**src/rtl/core/c8ie_pkg.sv**
```systemverilog
// Shared types, opcodes and constants for the CHIP-8 instruction execute block.
package c8ie_pkg;

  localparam int unsigned StackDepth = 16;
  localparam int unsigned SpW        = $clog2(StackDepth);

  typedef logic [SpW-1:0] sp_t;

  localparam sp_t        SpLast  = sp_t'(StackDepth - 1);
  localparam logic [11:0] PcReset = 12'h200;
  localparam logic [3:0]  RegFlag = 4'hF;

  localparam logic [3:0] OpSys   = 4'h0;
  localparam logic [3:0] OpJump  = 4'h1;
  localparam logic [3:0] OpCall  = 4'h2;
  localparam logic [3:0] OpSeImm = 4'h3;
  localparam logic [3:0] OpSnImm = 4'h4;
  localparam logic [3:0] OpSeReg = 4'h5;
  localparam logic [3:0] OpLdImm = 4'h6;
  localparam logic [3:0] OpAdImm = 4'h7;
  localparam logic [3:0] OpAlu   = 4'h8;

  localparam logic [11:0] SysCls = 12'h0E0;
  localparam logic [11:0] SysRet = 12'h0EE;

  localparam logic [3:0] AluMov = 4'h0;
  localparam logic [3:0] AluOr  = 4'h1;
  localparam logic [3:0] AluAnd = 4'h2;
  localparam logic [3:0] AluXor = 4'h3;
  localparam logic [3:0] AluAdd = 4'h4;
  localparam logic [3:0] AluSub = 4'h5;
  localparam logic [3:0] AluShr = 4'h6;

  typedef struct packed {
    logic [11:0] next_pc;
    logic        reg_written;
    logic [3:0]  reg_index;
    logic [7:0]  reg_value;
    logic        flag_written;
    logic        flag_value;
    logic        clear_screen;
    logic        unsupported;
  } res_t;

  typedef struct packed {
    logic push;
    sp_t  sp_next;
  } upd_t;

endpackage

```
**src/rtl/core/c8ie_if.sv**
```systemverilog
// Valid/ready channel interfaces for instruction items and result items.
interface c8ie_ins_if;
  logic        valid;
  logic        ready;
  logic [15:0] instruction;

  modport source(output valid, output instruction, input ready);
  modport sink(input valid, input instruction, output ready);
endinterface

interface c8ie_res_if;
  logic        valid;
  logic        ready;
  logic [11:0] next_pc;
  logic        reg_written;
  logic [3:0]  reg_index;
  logic [7:0]  reg_value;
  logic        flag_written;
  logic        flag_value;
  logic        clear_screen;
  logic        unsupported;

  modport source(output valid, output next_pc, output reg_written, output reg_index,
                 output reg_value, output flag_written, output flag_value,
                 output clear_screen, output unsupported, input ready);
  modport sink(input valid, input next_pc, input reg_written, input reg_index,
               input reg_value, input flag_written, input flag_value,
               input clear_screen, input unsupported, output ready);
endinterface

```
**src/rtl/core/c8ie_ram.sv**
```systemverilog
// Generic single-write, single-read RAM with registered read data.
module c8ie_ram #(
  parameter int unsigned Width = 8,
  parameter int unsigned Depth = 16
) (
  input  logic                     clk_i,
  input  logic                     we_i,
  input  logic [$clog2(Depth)-1:0] waddr_i,
  input  logic [Width-1:0]         wdata_i,
  input  logic                     re_i,
  input  logic [$clog2(Depth)-1:0] raddr_i,
  output logic [Width-1:0]         rdata_o
);

  logic [Width-1:0] mem_q [Depth];
  logic [Width-1:0] rdata_q;

  always_ff @(posedge clk_i) begin
    if (we_i) begin
      mem_q[waddr_i] <= wdata_i;
    end
    if (re_i) begin
      rdata_q <= mem_q[raddr_i];
    end
  end

  assign rdata_o = rdata_q;

endmodule

```
**src/rtl/core/c8ie_exec.sv**
```systemverilog
// Instruction decode and ALU: computes the result and state update of one instruction.
module c8ie_exec (
  input  logic [15:0]          ins_i,
  input  logic [7:0]           vx_i,
  input  logic [7:0]           vy_i,
  input  logic [11:0]          pc_i,
  input  logic [11:0]          ret_pc_i,
  input  c8ie_pkg::sp_t        sp_i,
  output c8ie_pkg::res_t       res_o,
  output c8ie_pkg::upd_t       upd_o
);

  logic [3:0]  op;
  logic [3:0]  x;
  logic [3:0]  n;
  logic [7:0]  kk;
  logic [11:0] nnn;
  logic [8:0]  sum;
  logic [11:0] pc_skip;

  assign op      = ins_i[15:12];
  assign x       = ins_i[11:8];
  assign n       = ins_i[3:0];
  assign kk      = ins_i[7:0];
  assign nnn     = ins_i[11:0];
  assign sum     = {1'b0, vx_i} + {1'b0, vy_i};
  assign pc_skip = pc_i + 12'd2;

  always_comb begin
    res_o         = '0;
    res_o.next_pc = pc_i;
    upd_o.push    = 1'b0;
    upd_o.sp_next = sp_i;

    case (op)
      c8ie_pkg::OpSys: begin
        if (nnn == c8ie_pkg::SysCls) begin
          res_o.clear_screen = 1'b1;
        end else if (nnn == c8ie_pkg::SysRet) begin
          upd_o.sp_next = (sp_i == '0) ? c8ie_pkg::SpLast : sp_i - 1'b1;
          res_o.next_pc = ret_pc_i;
        end else begin
          res_o.unsupported = 1'b1;
        end
      end
      c8ie_pkg::OpJump: begin
        res_o.next_pc = nnn;
      end
      c8ie_pkg::OpCall: begin
        upd_o.push    = 1'b1;
        upd_o.sp_next = (sp_i == c8ie_pkg::SpLast) ? '0 : sp_i + 1'b1;
        res_o.next_pc = nnn;
      end
      c8ie_pkg::OpSeImm: begin
        if (vx_i == kk) res_o.next_pc = pc_skip;
      end
      c8ie_pkg::OpSnImm: begin
        if (vx_i != kk) res_o.next_pc = pc_skip;
      end
      c8ie_pkg::OpSeReg: begin
        if (vx_i == vy_i) res_o.next_pc = pc_skip;
      end
      c8ie_pkg::OpLdImm: begin
        res_o.reg_written = 1'b1;
        res_o.reg_value   = kk;
      end
      c8ie_pkg::OpAdImm: begin
        res_o.reg_written = 1'b1;
        res_o.reg_value   = vx_i + kk;
      end
      c8ie_pkg::OpAlu: begin
        res_o.reg_written = 1'b1;
        case (n)
          c8ie_pkg::AluMov: res_o.reg_value = vy_i;
          c8ie_pkg::AluOr:  res_o.reg_value = vx_i | vy_i;
          c8ie_pkg::AluAnd: res_o.reg_value = vx_i & vy_i;
          c8ie_pkg::AluXor: res_o.reg_value = vx_i ^ vy_i;
          c8ie_pkg::AluAdd: begin
            res_o.reg_value    = sum[7:0];
            res_o.flag_written = 1'b1;
            res_o.flag_value   = sum[8];
          end
          c8ie_pkg::AluSub: begin
            res_o.reg_value    = vx_i - vy_i;
            res_o.flag_written = 1'b1;
            res_o.flag_value   = (vx_i >= vy_i);
          end
          c8ie_pkg::AluShr: begin
            res_o.reg_value    = {1'b0, vx_i[7:1]};
            res_o.flag_written = 1'b1;
            res_o.flag_value   = vx_i[0];
          end
          default: begin
            res_o.reg_written = 1'b0;
            res_o.unsupported = 1'b1;
          end
        endcase
      end
      default: begin
        res_o.unsupported = 1'b1;
      end
    endcase

    res_o.reg_index = res_o.reg_written ? x : 4'h0;
  end

endmodule

```
**src/rtl/core/chip8_instruction_execute.sv**
```systemverilog
// Top level of the CHIP-8 instruction execute block.
//
// Usage: instruction words arrive as items on ins_i and results leave on res_o,
// both valid/ready channels. An item is taken into an input register; from
// there it is decoded and executed against the data registers, the
// program counter and the return stack, and its result is loaded into the
// output register when it is free. One item per cycle is sustained while the
// receiver takes every result. The register file and the return stack are
// RAMs with registered reads, addressed as the item is accepted; a write by the
// item executing in that same cycle is forwarded. Register 15 lives in a flop.
// A stalled receiver holds the result in the output register; the input
// register still fills, and ins_i.ready drops only when both stages are full.
// Reset empties both stages, clears data registers 0 to 14 to zero through
// per-entry valid bits and register 15 in its flop, sets the program counter
// to 0x200 and the stack pointer to zero. The return stack is not cleared;
// returning to an entry never pushed gives an undefined program counter.
module chip8_instruction_execute (
  input  logic              clk_i,
  input  logic              rst_ni,
  c8ie_ins_if.sink          ins_i,
  c8ie_res_if.source        res_o
);

  logic                s1_valid_q;
  logic [15:0]         ins_q;
  logic                out_valid_q;
  c8ie_pkg::res_t      out_q;
  logic [11:0]         pc_q;
  c8ie_pkg::sp_t       sp_q;
  logic [7:0]          v15_q;
  logic [15:0]         rf_valid_q;

  logic                fwd_x_q;
  logic                fwd_y_q;
  logic                valid_x_q;
  logic                valid_y_q;
  logic [7:0]          rf_wdata_q;
  logic                st_fwd_q;
  logic [11:0]         st_wdata_q;

  logic                advance;
  logic                accept;
  logic [3:0]          raddr_x;
  logic [3:0]          raddr_y;
  logic [7:0]          rdata_x;
  logic [7:0]          rdata_y;
  logic [7:0]          vx;
  logic [7:0]          vy;
  logic                rf_we;
  logic [11:0]         ret_pc;
  logic [11:0]         st_rdata;
  logic                st_we;
  c8ie_pkg::sp_t       sp_eff;
  c8ie_pkg::sp_t       st_raddr;
  c8ie_pkg::res_t      res;
  c8ie_pkg::upd_t      upd;

  assign advance     = s1_valid_q && (!out_valid_q || res_o.ready);
  assign ins_i.ready = !s1_valid_q || advance;
  assign accept      = ins_i.valid && ins_i.ready;

  assign raddr_x = ins_i.instruction[11:8];
  assign raddr_y = ins_i.instruction[7:4];

  assign rf_we = advance && res.reg_written && (ins_q[11:8] != c8ie_pkg::RegFlag);

  c8ie_ram #(.Width(8), .Depth(16)) u_rf_x (
    .clk_i   (clk_i),
    .we_i    (rf_we),
    .waddr_i (ins_q[11:8]),
    .wdata_i (res.reg_value),
    .re_i    (accept),
    .raddr_i (raddr_x),
    .rdata_o (rdata_x)
  );

  c8ie_ram #(.Width(8), .Depth(16)) u_rf_y (
    .clk_i   (clk_i),
    .we_i    (rf_we),
    .waddr_i (ins_q[11:8]),
    .wdata_i (res.reg_value),
    .re_i    (accept),
    .raddr_i (raddr_y),
    .rdata_o (rdata_y)
  );

  assign sp_eff   = advance ? upd.sp_next : sp_q;
  assign st_raddr = (sp_eff == '0) ? c8ie_pkg::SpLast : sp_eff - 1'b1;
  assign st_we    = advance && upd.push;

  c8ie_ram #(.Width(12), .Depth(c8ie_pkg::StackDepth)) u_stack (
    .clk_i   (clk_i),
    .we_i    (st_we),
    .waddr_i (sp_q),
    .wdata_i (pc_q),
    .re_i    (accept),
    .raddr_i (st_raddr),
    .rdata_o (st_rdata)
  );

  always_comb begin
    if (ins_q[11:8] == c8ie_pkg::RegFlag) begin
      vx = v15_q;
    end else if (fwd_x_q) begin
      vx = rf_wdata_q;
    end else begin
      vx = valid_x_q ? rdata_x : 8'h00;
    end
    if (ins_q[7:4] == c8ie_pkg::RegFlag) begin
      vy = v15_q;
    end else if (fwd_y_q) begin
      vy = rf_wdata_q;
    end else begin
      vy = valid_y_q ? rdata_y : 8'h00;
    end
  end

  assign ret_pc = st_fwd_q ? st_wdata_q : st_rdata;

  c8ie_exec u_exec (
    .ins_i    (ins_q),
    .vx_i     (vx),
    .vy_i     (vy),
    .pc_i     (pc_q),
    .ret_pc_i (ret_pc),
    .sp_i     (sp_q),
    .res_o    (res),
    .upd_o    (upd)
  );

  always_ff @(posedge clk_i or negedge rst_ni) begin
    if (!rst_ni) begin
      s1_valid_q  <= 1'b0;
      out_valid_q <= 1'b0;
      pc_q        <= c8ie_pkg::PcReset;
      sp_q        <= '0;
      v15_q       <= 8'h00;
      rf_valid_q  <= '0;
    end else begin
      if (accept) begin
        s1_valid_q <= 1'b1;
      end else if (advance) begin
        s1_valid_q <= 1'b0;
      end
      if (advance) begin
        out_valid_q <= 1'b1;
      end else if (res_o.ready) begin
        out_valid_q <= 1'b0;
      end
      if (advance) begin
        pc_q <= res.next_pc;
        sp_q <= upd.sp_next;
        if (res.flag_written) begin
          v15_q <= {7'b0, res.flag_value};
        end else if (res.reg_written && ins_q[11:8] == c8ie_pkg::RegFlag) begin
          v15_q <= res.reg_value;
        end
      end
      if (rf_we) begin
        rf_valid_q[ins_q[11:8]] <= 1'b1;
      end
    end
  end

  always_ff @(posedge clk_i) begin
    if (accept) begin
      ins_q      <= ins_i.instruction;
      fwd_x_q    <= rf_we && (ins_q[11:8] == raddr_x);
      fwd_y_q    <= rf_we && (ins_q[11:8] == raddr_y);
      valid_x_q  <= rf_valid_q[raddr_x];
      valid_y_q  <= rf_valid_q[raddr_y];
      rf_wdata_q <= res.reg_value;
      st_fwd_q   <= st_we && (sp_q == st_raddr);
      st_wdata_q <= pc_q;
    end
    if (advance) begin
      out_q <= res;
    end
  end

  assign res_o.valid        = out_valid_q;
  assign res_o.next_pc      = out_q.next_pc;
  assign res_o.reg_written  = out_q.reg_written;
  assign res_o.reg_index    = out_q.reg_index;
  assign res_o.reg_value    = out_q.reg_value;
  assign res_o.flag_written = out_q.flag_written;
  assign res_o.flag_value   = out_q.flag_value;
  assign res_o.clear_screen = out_q.clear_screen;
  assign res_o.unsupported  = out_q.unsupported;

  a_stall_holds: assert property (@(posedge clk_i) disable iff (!rst_ni)
    s1_valid_q && !advance |=> s1_valid_q && $stable(ins_q))
    else $error("Input register changed while its item was stalled.");

  a_flag_to_v15: assert property (@(posedge clk_i) disable iff (!rst_ni)
    advance && res.flag_written |=> v15_q == {7'b0, $past(res.flag_value)})
    else $error("Register 15 does not hold the flag just written.");

  a_push_moves_sp: assert property (@(posedge clk_i) disable iff (!rst_ni)
    advance && upd.push |=> sp_q != $past(sp_q))
    else $error("Stack pointer did not move on a call.");

  a_unsup_no_write: assert property (@(posedge clk_i) disable iff (!rst_ni)
    res_o.valid && res_o.unsupported |-> !res_o.reg_written && !res_o.flag_written)
    else $error("Unsupported instruction wrote a register.");

  a_flag_implies_reg: assert property (@(posedge clk_i) disable iff (!rst_ni)
    res_o.valid && res_o.flag_written |-> res_o.reg_written)
    else $error("Flag written without a register result.");

endmodule

```
**src/flat_wrapper.sv**
```systemverilog
// flat-port wrapper written by rule: the top's interface ports become plain ports
module chip8_instruction_execute_flat 
  (clk_i, rst_ni, ins_i_valid, ins_i_instruction, ins_i_ready, res_o_valid, res_o_next_pc, res_o_reg_written, res_o_reg_index, res_o_reg_value, res_o_flag_written, res_o_flag_value, res_o_clear_screen, res_o_unsupported, res_o_ready);
  c8ie_ins_if ins_i_i ();
  c8ie_res_if res_o_i ();
  input  logic clk_i;
  input  logic rst_ni;
  input wire logic [$bits(ins_i_i.valid)-1:0] ins_i_valid;
  input wire logic [$bits(ins_i_i.instruction)-1:0] ins_i_instruction;
  output wire logic [$bits(ins_i_i.ready)-1:0] ins_i_ready;
  output wire logic [$bits(res_o_i.valid)-1:0] res_o_valid;
  output wire logic [$bits(res_o_i.next_pc)-1:0] res_o_next_pc;
  output wire logic [$bits(res_o_i.reg_written)-1:0] res_o_reg_written;
  output wire logic [$bits(res_o_i.reg_index)-1:0] res_o_reg_index;
  output wire logic [$bits(res_o_i.reg_value)-1:0] res_o_reg_value;
  output wire logic [$bits(res_o_i.flag_written)-1:0] res_o_flag_written;
  output wire logic [$bits(res_o_i.flag_value)-1:0] res_o_flag_value;
  output wire logic [$bits(res_o_i.clear_screen)-1:0] res_o_clear_screen;
  output wire logic [$bits(res_o_i.unsupported)-1:0] res_o_unsupported;
  input wire logic [$bits(res_o_i.ready)-1:0] res_o_ready;
  assign ins_i_i.valid = ins_i_valid;
  assign ins_i_i.instruction = ins_i_instruction;
  assign ins_i_ready = ins_i_i.ready;
  assign res_o_valid = res_o_i.valid;
  assign res_o_next_pc = res_o_i.next_pc;
  assign res_o_reg_written = res_o_i.reg_written;
  assign res_o_reg_index = res_o_i.reg_index;
  assign res_o_reg_value = res_o_i.reg_value;
  assign res_o_flag_written = res_o_i.flag_written;
  assign res_o_flag_value = res_o_i.flag_value;
  assign res_o_clear_screen = res_o_i.clear_screen;
  assign res_o_unsupported = res_o_i.unsupported;
  assign res_o_i.ready = res_o_ready;
  chip8_instruction_execute u_core (.clk_i(clk_i), .rst_ni(rst_ni), .ins_i(ins_i_i), .res_o(res_o_i));
endmodule
```
**config.mk**
```make
export PLATFORM = sky130hd
export DESIGN_NAME = chip8_instruction_execute_flat
export DESIGN_NICKNAME = d
export VERILOG_FILES = /design/src/rtl/core/c8ie_pkg.sv /design/src/rtl/core/c8ie_if.sv /design/src/rtl/core/c8ie_ram.sv /design/src/rtl/core/c8ie_exec.sv /design/src/rtl/core/chip8_instruction_execute.sv /design/src/flat_wrapper.sv
export SDC_FILE = /design/constraint.sdc
export NUM_CORES = 1
export LEC_CHECK = 0
export CAP_MARGIN = 20
export CORE_UTILIZATION = 65
export DETAILED_ROUTE_END_ITERATION = 8
export DONT_BUFFER_PORTS = 1
export PLACE_DENSITY_LB_ADDON = 0.08
export SLEW_MARGIN = 30
export SYNTH_ARGS = -nofsm -noshare
export SYNTH_HDL_FRONTEND = slang
export SYNTH_SLANG_ARGS = --single-unit
```
**constraint.sdc**
```tcl
create_clock -name clk_i -period 6.39 [get_ports clk_i]
set_clock_uncertainty 0.2 [all_clocks]
set_input_delay 0.9585 -clock clk_i [delete_from_list [all_inputs] [get_ports clk_i]]
set_output_delay 0.9585 -clock clk_i [all_outputs]
set_load 0.01 [all_outputs]
```
==> metrics.md <==
| Metric | Value |
|---|---|
| Area share of the largest cell type after synthesis | `54.5%` |
| CTS tree | `done` |
| Register bit count reported by yosys | `460` |
| Hold Crit Class | `flip-flop to flip-flop` |
| Worst reg-to-reg setup slack | `0.71 ns` |
| Antenna-violating nets left | `0` |
| Placed inst area | `0.0236 mm^2` |
| Hold slack | `0.201 ns` |
| Ant diodes | `0` |
| Final cell count without fillers | `2,224` |
| Cell area after layout | `0.0252 mm^2` |
| Yosys cell types | `78` |
| Worst path slowest cell | `or4_1` |
| Static leakage | `8.57 nW` |
| RSZ-0062 raised after global routing | `false` |
| Synth area leader | `edfxtp_1` |
| GRT overflow | `0` |
| Peak supply drop | `0.235 mV` |
| Clock transition at path regs | `0.06 ns` |
| DP Worst Slack | `0.793 ns` |
| Bufs on Longest Clock Path | `3` |
| Site Rows | `68` |
| Fill cells | `2,243` |
| Hold depth | `0` |
| I/O Buffers | `0` |
| Outcome | `completed` |
| Detailed Routing Iterations Pass 1 | `6` |
| Placed cell count | `2,133` |
| Slew margin rel. | `32.1%` |
| Routed WL | `63.2 mm` |
| Worst skew pair latency | `0.59 ns` |
| Via count | `15,737` |
| Worst r2r dst | `u_core.u_stack.rdata_o[3]` |
| Nets | `1,792` |
| Core area | `0.0347 mm^2` |
| Die area | `0.0362 mm^2` |
| WL/cell | `28.4 um` |
| Crit start category | `flip-flop` |
| GR Util All Layers | `35.7%` |
| Tmin final | `5.68 ns` |
| Max Slew Vio Count | `0` |
| Post-synthesis async set-or-reset flop share | `9.13%` |
| Syn Inst Count | `1,749` |
| Most frequent CP cell | `buf_4` |
| CP Cell Sequence | `or4_1 -> nor3_2 -> a211o_1 -> nand2_1 -> ha_1 -> buf_4 -> inv_1 -> a311oi_2 -> buf_4 -> a21oi_4 -> buf_4 -> mux2i_1 -> a41oi_1 -> a41o_1` |
| Setup TNS | `0 ns` |
| CTS Root Buffer Type | `clkbuf_16` |
| Synth Flop Type | `edfxtp_1` |
| Post-cts sizing count | `0` |
| Largest net degree at the start of global routing | `70` |
| Critical R2R Launch | `u_core.ins_q[9]` |
| IO Pins | `51` |
| Worst R2R Path Depth | `14` |
| Sink Count | `460` |
| Fin. Hold Viols | `0` |
| Post-detail-place hpwl | `41.2 mm` |
| Worst hold endpoint | `u_core.rf_valid_q[15]` |
| Vias in the first global route | `15,106` |
| Total power | `7.71 mW` |
| Crit share post-route | `88.9%` |
| Hold Startpoint | `u_core.rf_valid_q[15]` |
| Post-layout util | `72.7%` |
| Via density | `7.08` |
| EDFF count, synth | `418` |
| Global-route wire length before repair | `94.3 mm` |
| Ranking of synthesized cells by area | `edfxtp_1, mux4_2, dfrtp_1` |
| MaxCap Viol Count | `0` |
| PnR worst setup slack | `0.712 ns` |
| Depth of the CTS H-tree | `2` |
| Area grow syn2layout | `9.44%` |
| Die height | `190 um` |
| Antenna violations before repair | `0` |
| Ratio of total power to cell area | `306 mW/mm^2` |
| GPL Wtd Cong | `0.963` |
| Syn avg cell area | `13.2 um^2` |
| Worst Path Max Fanout | `24` |
| Yosys warnings | `0` |
| Part of the Yosys area used for sequential elements | `59.0%` |
| CP Data Required Time | `6.53 ns` |
| Critical Path Sink Type | `flip-flop` |
| Mapped Area | `0.0230 mm^2` |
| Fmax | `0.176 GHz` |
| Worst Max-Slew Pin Slew | `1.02 ns` |
| Crit path kind | `flip-flop to flip-flop` |
| CTS buffer count | `47` |
| Layout cells sized above 1 | `15.8%` |
| Worst path max stage delay | `0.64 ns` |
| Starting Density | `66.4%` |
| Die W | `190 um` |
| Initial DRC Count | `1,968` |
| Arr. time, crit path | `5.82 ns` |
| Final setup vio count | `0` |
| DRC errors left | `0` |
## registers in the layout (all words and copies together), names as in the netlist, 4 cells and up
| name | count |
|---|---|
| u_core.u_rf_x.rdata_o | 8 |
| u_core.ins_q | 16 |
| u_core.v15_q | 8 |
| u_core.u_rf_y.mem_q | 128 |
| u_core.sp_q | 4 |
| u_core.rf_wdata_q | 8 |
| u_core.u_stack.rdata_o | 12 |
| u_core.st_wdata_q | 12 |
| u_core.pc_q | 12 |
| u_core.res_o.reg_index | 4 |
| u_core.res_o.reg_value | 8 |
| u_core.rf_valid_q | 16 |
| u_core.u_rf_y.rdata_o | 8 |
| u_core.res_o.next_pc | 12 |
| u_core.u_stack.mem_q | 192 |
## cell usage in the layout, fill, tap and decap left out, types with 16 or more instances in the layout
master,Yosys,routed
nor2_1,98,86
nor3_1,44,41
buf_4,1,57
nor4b_1,21,21
a311oi_1,24,21
mux2i_1,70,70
nand2_1,170,170
xnor2_1,30,30
edfxtp_1,418,418
o21ai_0,61,61
or2_2,18,18
ha_1,39,39
clkbuf_16,0,49
dfrtp_1,41,41
clkbuf_1,91,16
inv_1,42,42
o22ai_1,17,17
a21oi_1,83,83
mux4_2,92,92
a22o_1,26,26
nand3_1,55,54
## synthesized netlist by cell type (all sizes together), types with 24 or more instances
| master | count |
|---|---|
| edfxtp | 418 |
| nand2 | 170 |
| nor2 | 98 |
| mux4 | 92 |
| clkbuf | 91 |
| a21oi | 84 |
| mux2i | 70 |
| o21ai | 61 |
| nand3 | 55 |
| nor3 | 45 |
| buf | 44 |
| inv | 43 |
| dfrtp | 41 |
| ha | 39 |
| xnor2 | 30 |
| a22o | 26 |
| a311oi | 24 |
## repair_timing
action | 4_1_cts | 5_1_grt
hold endpoints to repair | 42 | 0
setup endpoints to repair | 0 | 0
buffers inserted | 0 | 0
hold buffers | 2 | 0
## cells by family (layout without fill, tap and decap cells)
group           Yosys count  in the layout  synth area share (%)
fa+ha+maj                42             42                  2.38
mux                     167            167                  12.3
buf+inv                 178            191                  3.03
other cells               1              8                0.0163
compound gates          369            369                  11.3
xor+xnor                 41             41                  1.56
simple gates            491            491                  10.4
flops                   460            460                  59.0
## layer usage
layer / vias to the layer above / GRT usage, % / wire length [um]
li1: 6802 / - / -
met1: 7799 / 47.3 / 23400
met2: 951 / 58.2 / 31200
met3: 185 / 7.07 / 5840
met4: 0 / 14.7 / 2800
met5: - / 0 / 0
## report_power, final
part,switching (mW),internal [mW]
Clock,1.17,1.56
Sequential,0.203,3.53
Combinational,0.787,0.452
Total,2.16,5.55
## worst max-delay path by stage
stage / slack, ns / cells after the start / endpoint / start
floorplan: 1.99 / 15 / u_core.u_stack.rdata_o[10] / u_core.sp_q[0]
global placement: 1.0 / 14 / u_core.u_stack.rdata_o[2] / u_core.ins_q[9]
detailed placement: 0.79 / 14 / u_core.u_stack.rdata_o[0] / u_core.ins_q[9]
CTS: 0.77 / 14 / u_core.u_stack.rdata_o[2] / u_core.ins_q[9]
global route: 0.43 / 14 / u_core.u_stack.rdata_o[2] / u_core.ins_q[9]
finish: 0.71 / 14 / u_core.u_stack.rdata_o[3] / u_core.ins_q[9]
## worst max-delay path, delay by kind of cell (launching register included)
family	cells	cell delay (ns)
AO/OA/AOI/OAI	5	1.70
buffers and inverters	4	1.27
AND/OR/NAND/NOR	3	1.21
flip-flops	1	0.56
multiplexers	1	0.24
adder cells (fa/ha/maj)	1	0.22
## layout make-up
cell class	instances	area, um^2	share of cell area [%]
well taps	455	569	2.26
inverters	43	161	0.640
clock inverters	21	199	0.789
clock buffers	67	1310	5.21
repair buffers	60	485	1.92
multi-input cells	1118	8890	35.2
flip-flops and latches	460	13600	53.9
Power figures use the tool's default switching activity.
